===== src/rtl/core/kdj_oscillator_stream_top_defines.svh =====
// Assertion helpers for the KDJ oscillator block.
`ifndef KDJ_OSCILLATOR_STREAM_TOP_DEFINES_SVH
`define KDJ_OSCILLATOR_STREAM_TOP_DEFINES_SVH

// Same-cycle implication, sampled on clk and ignored during reset.
`define KDJ_ASSERT_SAME(lbl, ante, cons) \
  lbl: assert property (@(posedge clk) disable iff (rst) (ante) |-> (cons)) \
    else $error("kdj check failed");

// Next-cycle implication, sampled on clk and ignored during reset.
`define KDJ_ASSERT_NEXT(lbl, ante, cons) \
  lbl: assert property (@(posedge clk) disable iff (rst) (ante) |=> (cons)) \
    else $error("kdj check failed");

`endif


===== src/rtl/core/kdj_pkg.sv =====
`timescale 1ns / 1ps
package kdj_pkg;
  localparam int MaxWindow = 64;
  localparam int MaxSmooth = 16;
  localparam int PriceBits = 32;

  localparam int WinAw   = $clog2(MaxWindow);
  localparam int HisAw   = $clog2(MaxSmooth);
  localparam int WlenW   = 7;
  localparam int SlenW   = 5;
  localparam int LineW   = 15;
  localparam int JW      = 18;
  localparam int SeenCap = MaxWindow + MaxSmooth;
  localparam int SeenW   = $clog2(SeenCap + 1);
  localparam int CntW    = $clog2(MaxWindow + 1);
  localparam int SumW    = LineW + HisAw;
  localparam int KDivSteps = LineW;
  localparam int DDivSteps = SumW;
  localparam int QW      = DDivSteps;
  localparam int RemW    = PriceBits + LineW;
  localparam int DshW    = PriceBits + DDivSteps;

  localparam logic [LineW-1:0] NEUTRAL    = LineW'(12800);
  localparam logic [LineW-1:0] FULL_SCALE = LineW'(25600);

  localparam logic [1:0] CROSS_NONE = 2'd0;
  localparam logic [1:0] CROSS_UP   = 2'd1;
  localparam logic [1:0] CROSS_DOWN = 2'd2;

  localparam logic REG_WINDOW = 1'b0;
  localparam logic REG_SMOOTH = 1'b1;

  typedef struct packed {
    logic            accept;
    logic            scan_rd;
    logic            scan_fold;
    logic            scan_first;
    logic            k_eval;
    logic            div_step;
    logic            push;
    logic            sum_rd;
    logic            sum_fold;
    logic            sum_first;
    logic            d_start;
    logic            fin;
    logic [CntW-1:0] idx;
  } cmd_t;

  typedef struct packed {
    logic             kv;
    logic             dv;
    logic             need_div;
    logic             out_busy;
    logic [WlenW-1:0] n;
    logic [SlenW-1:0] m;
  } status_t;
endpackage


===== src/rtl/core/kdj_ctrl.sv =====
`timescale 1ns / 1ps
module kdj_ctrl import kdj_pkg::*; (
  input  logic    clk,
  input  logic    rst,
  input  logic    in_valid,
  output logic    in_ready,
  input  status_t status,
  output cmd_t    cmd
);
  localparam logic [3:0] S_IDLE   = 4'd0;
  localparam logic [3:0] S_SCAN   = 4'd1;
  localparam logic [3:0] S_KEVAL  = 4'd2;
  localparam logic [3:0] S_KDIV   = 4'd3;
  localparam logic [3:0] S_PUSH   = 4'd4;
  localparam logic [3:0] S_SUM    = 4'd5;
  localparam logic [3:0] S_DSTART = 4'd6;
  localparam logic [3:0] S_DDIV   = 4'd7;
  localparam logic [3:0] S_FIN    = 4'd8;

  logic [3:0]      state, state_next;
  logic [CntW-1:0] cnt, cnt_next;
  logic [CntW-1:0] m_ext;

  assign m_ext    = CntW'(status.m);
  assign in_ready = (state == S_IDLE);

  always_comb begin
    state_next = state;
    cnt_next   = cnt;
    cmd        = '0;
    cmd.idx    = cnt;
    case (state)
      S_IDLE: begin
        if (in_valid) begin
          cmd.accept = 1'b1;
          state_next = S_SCAN;
          cnt_next   = '0;
        end
      end
      S_SCAN: begin
        if (!status.kv) begin
          state_next = S_KEVAL;
        end else begin
          cmd.scan_rd    = (cnt < status.n);
          cmd.scan_fold  = (cnt != '0);
          cmd.scan_first = (cnt == CntW'(1));
          cnt_next       = cnt + CntW'(1);
          if (cnt == status.n) state_next = S_KEVAL;
        end
      end
      S_KEVAL: begin
        cmd.k_eval = 1'b1;
        cnt_next   = '0;
        state_next = (status.kv && status.need_div) ? S_KDIV : S_PUSH;
      end
      S_KDIV: begin
        cmd.div_step = 1'b1;
        cnt_next     = cnt + CntW'(1);
        if (cnt == CntW'(KDivSteps - 1)) state_next = S_PUSH;
      end
      S_PUSH: begin
        cmd.push   = 1'b1;
        cnt_next   = '0;
        state_next = status.dv ? S_SUM : S_FIN;
      end
      S_SUM: begin
        cmd.sum_rd    = (cnt < m_ext);
        cmd.sum_fold  = (cnt != '0);
        cmd.sum_first = (cnt == CntW'(1));
        cnt_next      = cnt + CntW'(1);
        if (cnt == m_ext) state_next = S_DSTART;
      end
      S_DSTART: begin
        cmd.d_start = 1'b1;
        cnt_next    = '0;
        state_next  = S_DDIV;
      end
      S_DDIV: begin
        cmd.div_step = 1'b1;
        cnt_next     = cnt + CntW'(1);
        if (cnt == CntW'(DDivSteps - 1)) state_next = S_FIN;
      end
      S_FIN: begin
        if (!status.out_busy) begin
          cmd.fin    = 1'b1;
          state_next = S_IDLE;
        end
      end
      default: begin
        state_next = S_IDLE;
      end
    endcase
  end

  always_ff @(posedge clk) begin
    if (rst) begin
      state <= S_IDLE;
      cnt   <= '0;
    end else begin
      state <= state_next;
      cnt   <= cnt_next;
    end
  end
endmodule


===== config.mk =====
export PLATFORM = sky130hd
export DESIGN_NAME = kdj_ctrl
export DESIGN_NICKNAME = d
export VERILOG_FILES = /design/src/rtl/core/kdj_oscillator_stream_top_defines.svh /design/src/rtl/core/kdj_pkg.sv /design/src/rtl/core/kdj_ctrl.sv
export SDC_FILE = /design/constraint.sdc
export NUM_CORES = 1
export LEC_CHECK = 0
export ABC_AREA = 1
export BUFFER_PORTS_ARGS = -buffer_cell sky130_fd_sc_hd__buf_2
export CORE_MARGIN = 8
export CORE_UTILIZATION = 55
export CTS_CLUSTER_DIAMETER = 50
export DETAILED_ROUTE_END_ITERATION = 8
export PLACE_DENSITY = 0.85
export SYNTH_ARGS = -nofsm -noshare
export SYNTH_HDL_FRONTEND = slang
export SYNTH_SLANG_ARGS = --single-unit

===== constraint.sdc =====
create_clock -name clk -period 3.9 [get_ports clk]
set_input_delay 0 -clock clk [delete_from_list [all_inputs] [get_ports clk]]
set_output_delay 0 -clock clk [all_outputs]
set_load 0.05 [all_outputs]

Word level (Yosys, flattened, before mapping)

Cells that the tools add are included.

Register bits: 11
Input bits: 19
Output and inout port bits: 20
Word-level logic and storage cells: 58

$add $sub $neg: 1
Magnitude comparators: 2
Eq/ne operators: 20
Mux-type cells: 24
Reductions and logical operators: 9

Operator list:

| operator                                      | number |
|---|---|
| case mux 4 bit (9 select lines)               | 1 |
| 2-to-1 mux 4 bit                              | 8 |
| case mux 7 bit (4 select lines)               | 1 |
| == test 4 x 3 -> 1 bit, second input constant | 4 |
| 2-to-1 mux 7 bit                              | 2 |
| 2-to-1 mux 3 bit                              | 4 |
| inequality test 2 bit, second input constant  | 6 |
| == test 4 x 2 -> 1 bit, second input constant | 2 |
| 2-to-1 mux 1 bit                              | 8 |
| adder 7 x 1 -> 7 bit, second input constant   | 1 |
| == test 7 x 1 -> 1 bit, second input constant | 1 |
| == test 7 x 4 -> 1 bit, second input constant | 1 |
| == test 7 x 5 -> 1 bit                        | 1 |
| == test 7 x 5 -> 1 bit, second input constant | 1 |
| == test 7 bit                                 | 1 |
| less-than comparator 7 x 5 -> 1 bit           | 1 |
| less-than comparator 7 bit                    | 1 |
| nonzero test 7 bit                            | 1 |
| AND reduction 6 bit                           | 1 |
| OR reduction 3 bit                            | 2 |
| == test 4 x 1 -> 1 bit, second input constant | 1 |
| == test 4 bit, second input constant          | 1 |
| logical NOT 4 bit                             | 1 |
| nonzero test 4 bit                            | 1 |
| 4 further kinds                               | 4 |

Depth between registers and ports, before layout

Gate-level depths: netlist of run 1.

Word-level depth: 4
Gate-level depth with buffers: 11
Depth with buffers taken out: 11

Worst setup path after synthesis of run 1

Ideal clock, no wire load.

Path kind: reg2out
Start: reg cnt[4]
End: out cmd[11] in the netlist's numbering
Data arrival time: 2.930 ns
Required time: 3.900 ns
Slack: 0.970 ns
Stages on the path, launching flop included: 4
Buffers on the path: 0
Cells stage by stage: dfxtp_1 > ha_1 > a21o_1 > nor4b_1

RTL lines:

| what                   | line            | source |
|---|---|---|
| from (decl)            | kdj_ctrl.sv:21  | `logic [CntW-1:0] cnt, cnt_next;` |
| from (signal assigned) | kdj_ctrl.sv:101 | `cnt <= cnt_next;` |
| to (decl)              | kdj_ctrl.sv:8   | `output cmd_t cmd` |

==> results of run 1 <==
[kinds of logic after synthesis]
| family | Yosys count | synth area share, % |
|---|---|---|
| fa+ha+maj | 16 | 15.7 |
| simple gates | 119 | 44.4 |
| flops | 11 | 17.3 |
| buf+inv | 36 | 10.8 |
| compound gates | 21 | 9.13 |
| xor+xnor | 4 | 2.75 |
[what timing repair did]
| action | 4_1_cts | 5_1_grt |
|---|---|---|
| endpoints found under the hold margin | 6 | 0 |
| hold buffers | 1 | 0 |
| setup buffers | 0 | 0 |
[layout by cell type (no fill, tap or decap), drive strengths merged]
cell type / count
a211oi: 1
a21o: 2
a21oi: 13
buf: 38
clkbuf: 4
clkinv: 1
dfxtp: 11
dlygate4sd3: 1
ha: 16
inv: 32
nand2: 49
nand3: 16
nand3b: 2
nand4: 4
nor2: 43
nor3: 3
nor4: 1
nor4b: 1
o211ai: 1
o21ai: 3
o22ai: 1
xnor2: 1
xor2: 3
[path summary, 6_finish.rpt]
| check | depth (start not counted) | endpoint | from | slack [ns] |
|---|---|---|---|---|
| hold / removal | 6 | state[3] | status[14] | 0.16 |
| setup / recovery | 7 | cmd[17] | cnt[4] | 1.88 |
| hold reg to reg | 2 | state[3] | state[3] | 0.60 |
| setup reg to reg | 9 | state[1] | cnt[0] | 2.24 |
[metrics by stage]
stage               hold slack [ns]  util (%)
floorplan                     0.184         -
global placement              0.277      67.2
detailed placement            0.275      67.2
CTS                           0.152      68.8
global route                  0.213      68.8
finish                        0.158      68.8
[per-layer routing]
layer	vias to the layer above	track usage, %	share of wire [%]	wire [um]
li1	744	-	-	-
met1	657	19.5	46	1580
met2	46	27.9	47	1590
met3	4	2.79	6.4	218
met4	0	5.72	1.0	34
met5	-	0	0	0
[sequential cells by signal, indices dropped and copies added (netlist names)]
| signal | flops |
|---|---|
| cnt | 7 |
| state | 4 |
[area by class of cell]
type,instances,share of cell area [%]
multi-input combinational,160,60.2
sequential,11,14.5
timing repair buffer,39,13.1
inverter,33,8.13
tap,28,2.30
clock buffer,4,1.73
[power breakdown]
group	internal (mW)	total, mW	switching (mW)
sequential	0.133	0.166	0.0335
clock	0.0397	0.0802	0.0405
combinational	0.156	0.557	0.401
total	0.329	0.804	0.475
[worst min-delay path, cell delays in order]
cell and delay (ns):
buf_2 0.08, o22ai_1 0.07, inv_1 0.06, nand3_1 0.08, nand2_1 0.06, nor2_1 0.03
==> results_dict.tcl, run 1 <==
set metrics [dict create \
    status "finished clean" \
    synthTopCellsByArea "dfxtp_1, ha_1, nand2_1, nor2_1, inv_1" \
    fill_cells 206 \
    critPathMaxFanout 9 \
    wirelength_um 3420 \
    powerDensity_nw_per_um2 528 \
    crit_required_ns 3.90 \
    route.vias.total 1451 \
    fin_crit_sh_pct 51.7 \
    crit_top_cell "nor2_1" \
    io_pins 39 \
    synth_edf_count 0 \
    finalSetupViolCount 0 \
    die_w_um 64.1 \
    antenna_found_initial 0 \
    clkSlewWorstSetupHoldPaths_ns 0.07 \
    place_congestion 0.891 \
    grt_max_degree 11 \
    fin_setup_tns_ns 0 \
    finalInstanceArea_um2 1520 \
    critPathKind "flop to primary output" \
    core_area_um2 2210 \
    area_growth_pct 19.4 \
    yosysTopAreaCell "dfxtp_1" \
    drc 0 \
    fin_skew_ns 0.00685 \
    crit_chain "ha_1 > a21oi_1 > nor2_1 > a211oi_1 > nand3_1 > nor2_1 > buf_2" \
    power_mw 0.804 \
    maxCapViolCount 0 \
    cts_buffer_depth 2 \
    yosys-top-cells-count "nand2_1, nor2_1, inv_1, ha_1, nand3_1" \
    multiInputGateArea_um2 917 \
    layoutNonFillerInstCount 275 \
    yosysWarnings 0 \
    cp_top_family "flip-flops" \
    dpl.cell_count 270 \
    dp_hpwl_um 2810 \
    slowest_stage "dfxtp_1" \
    n_antenna_cell 0 \
    critPathLaunchType "flop" \
    die_y_um 64.1 \
    ys_seq_area_share_pct 17.3 \
    grt_overflow 0 \
    htree_levels 1 \
    place_ws_ns 2.19 \
    cp_slowest_stage_delay_ns 0.55 \
    min_period_ns 2.02 \
    ant_nets 0 \
    routedWlPerCell_um 12.4 \
    start_util_pct 57.6 \
    max_slew_margin_pct 71.8 \
    clock_latency_ns 0.28 \
    worst_slack_ns 1.88 \
    dieArea_um2 4110 \
    hp-class "input port to flop" \
    synth_nets 242 \
    ir_drop_v 0.000406 \
    ys_types 28 \
    cts_tree "yes" \
    async_flop_share_pct 0 \
    drt-pass1-iter-count 4 \
    tightest_slew_ns 0.421 \
    rows 17 \
    clockRootBuffer "clkbuf_4" \
    regArea_um2 220 \
    critPathArrivalTime_ns 2.02 \
    max_clock_freq_mhz 496 \
    p_leak_nw 0.879 \
    portBuffers 38 \
    rsz0062_at_grt "no" \
    cts_resized 0 \
    drtIter0Drc 81 \
    critPathBufInv 1 \
    netlist_area_um2 1270 \
    via_per_inst 5.28 \
    ys.flop_type "dfxtp_1" \
    avgSynthCellArea_um2 6.16 \
    drive_above_1_share_pct 25.1 \
    yosysTopAreaCellShare_pct 17.3 \
    end_kind "primary output" \
    yosysMostFrequentCell "nand2_1" \
    syn_inst 207 \
    ys_ff_latch 11 \
    grt_usage_pct 16.1 \
    clock-sinks 11 \
    dpl_cell_area_um2 1490 \
    hold_viol 0 \
    grt_pass1_wl_um 5610 \
    cts_buffers 3 \
    grt_pass1_vias 1341 \
    nNetsFinal 283 \
    slew_viol_final 0 \
]
Note: power is estimated with default switching activity, not from simulation.
==> run 2: changes to the inputs <==
Settings changed: CORE_UTILIZATION 55 to 51, PLACE_DENSITY 0.85 to 0.79.
Clock period 3.9 ns to 2 ns, I/O delays scaled along.
==> results_dict.tcl, run 2 (same netlist as run 1, synthesis figures left out) <==
set metrics [dict create \
    status "finished clean" \
    min_period_ns 1.81 \
    dp_hpwl_um 2750 \
    slew_viol_final 0 \
    critPathKind "flop to primary output" \
    critPathArrivalTime_ns 1.81 \
    io_pins 39 \
    route.vias.total 1397 \
    clock_latency_ns 0.26 \
    layout_commonest_cell "nand2_1" \
    cts_buffers 3 \
    tightest_slew_ns 0.514 \
    via_per_inst 4.99 \
    ant_nets 0 \
    n_antenna_cell 0 \
    regToRegStartpoint "cnt[0]" \
    fin_setup_tns_ns 0 \
    slowest_stage "dfxtp_1" \
    grt_pass1_vias 1272 \
    htree_levels 1 \
    antenna_found_initial 0 \
    end_kind "primary output" \
    grt.busiest_layer "met2" \
    holdPathEnd "state[3]" \
    die_w_um 66 \
    critPathMaxFanout 8 \
    wirelength_um 3350 \
    met3_usage_pct 2.88 \
    portBuffers 38 \
    dieArea_um2 4360 \
    regArea_um2 224 \
    use_met1_pct 21.6 \
    max_slew_margin_pct 65.6 \
    crit_chain "ha_1 > nand2_1 > o21ai_0 > nand4_1 > nand3_1 > nor2_2 > clkbuf_4" \
    drc 0 \
    hp-class "input port to flop" \
    reg2regPathDepth 9 \
    r2r-end "state[1]" \
    p_leak_nw 0.907 \
    layoutNonFillerInstCount 280 \
    cp_slowest_stage_delay_ns 0.52 \
    routedWlPerCell_um 12.0 \
    drtIter0Drc 46 \
    rows 18 \
    area_growth_pct 23.7 \
    fin_skew_ns 0.00395 \
    cts_setup_buffers 0 \
    dpl.cell_count 275 \
    max_clock_freq_mhz 553 \
    drive_above_1_share_pct 27.6 \
    finalSetupViolCount 0 \
    grt_usage_pct 15.7 \
    rsz0062_at_grt "no" \
    place_congestion 0.838 \
    fill_cells 248 \
    cts_buffer_depth 2 \
    top_register "cnt" \
    min_from "status[14]" \
    critPathLaunchType "flop" \
    cts_tree "yes" \
    whs_path_depth 6 \
    die_y_um 66 \
    grt_pass1_wl_um 5640 \
    multiInputGateArea_um2 941 \
    largest_reg_flops 7 \
    clockRootBuffer "clkbuf_4" \
    fin_crit_sh_pct 90.4 \
    clkSlewWorstSetupHoldPaths_ns 0.07 \
    hold_viol 0 \
    core_area_um2 2430 \
    use_met2_pct 24.4 \
    rrSetupSlack_ns 0.35 \
    fin_util_pct 64.9 \
    crit_required_ns 2.00 \
    reg_top3 "cnt: 7 flops, state: 4 flops" \
    power_mw 1.58 \
    ir_drop_v 0.000810 \
    nNetsFinal 286 \
    grt_overflow 0 \
    powerDensity_nw_per_um2 999 \
    drt-pass1-iter-count 4 \
    grt_max_degree 11 \
    worst_hold_slack_ns 0.143 \
    mostFrequentLayoutCells "nand2_1, buf_2, nor2_1" \
    clock-sinks 11 \
    start_util_pct 52.4 \
    maxCapViolCount 0 \
]
==> run 2: worst max-delay path: cells and delay by family, from the launching register on <==
family | cells | cell delay [ns]
and+or+nand+nor | 4 | 0.39
DFF | 1 | 0.52
buffers and inverters | 1 | 0.23
AOI/OAI and AO/OA | 1 | 0.10
adders and majority gates | 1 | 0.30
==> run 2: through the flow <==
stage          setup slack, ns  cell area, um2
3_5_place_dp             0.305            1540
5_1_grt                 0.0137            1580
6_report                 0.193            1580
4_1_cts                  0.135            1570
3_3_place_gp             0.302            1540
2_1_floorplan          0.00415            1300
==> run 2: cell type report <==
| class | count | share of cell area, % |
|---|---|---|
| timing repair buffer | 42 | 14.3 |
| clock buffer | 4 | 1.67 |
| sequential | 11 | 14.2 |
| multi-input combinational | 160 | 59.6 |
| inverter | 33 | 7.85 |
| tap | 30 | 2.38 |
==> run 2: repair_timing <==
item | in CTS | in global routing
resized for setup | 1 | 2
endpoints found under the hold margin | 1 | 0
hold buffers | 1 | 0
endpoints found under the setup margin | 1 | 1
==> run 2: routing by layer <==
metal / vias to the layer above / share of wire (%)
met2: 42 / 44
met3: 0 / 7.9
met4: 0 / 0
met5: - / 0
met1: 606 / 48
li1: 749 / -
==> run 2: worst max path at each step <==
stage | start | to | slack, ns
3_3_place_gp | cnt[4] | cmd[17] | 0.30
3_5_place_dp | cnt[4] | cmd[17] | 0.30
6_report | cnt[1] | cmd[17] | 0.19
5_1_grt | cnt[4] | cmd[17] | 0.01
2_1_floorplan | cnt[4] | cmd[17] | 0.004
4_1_cts | cnt[4] | cmd[17] | 0.13
==> run 2: power by group <==
group | switching [mW] | leakage [nW] | internal [mW]
combinational | 0.790 | 0.802 | 0.311
clock | 0.0749 | 0.0150 | 0.0770
sequential | 0.0655 | 0.0903 | 0.258
total | 0.930 | 0.907 | 0.646
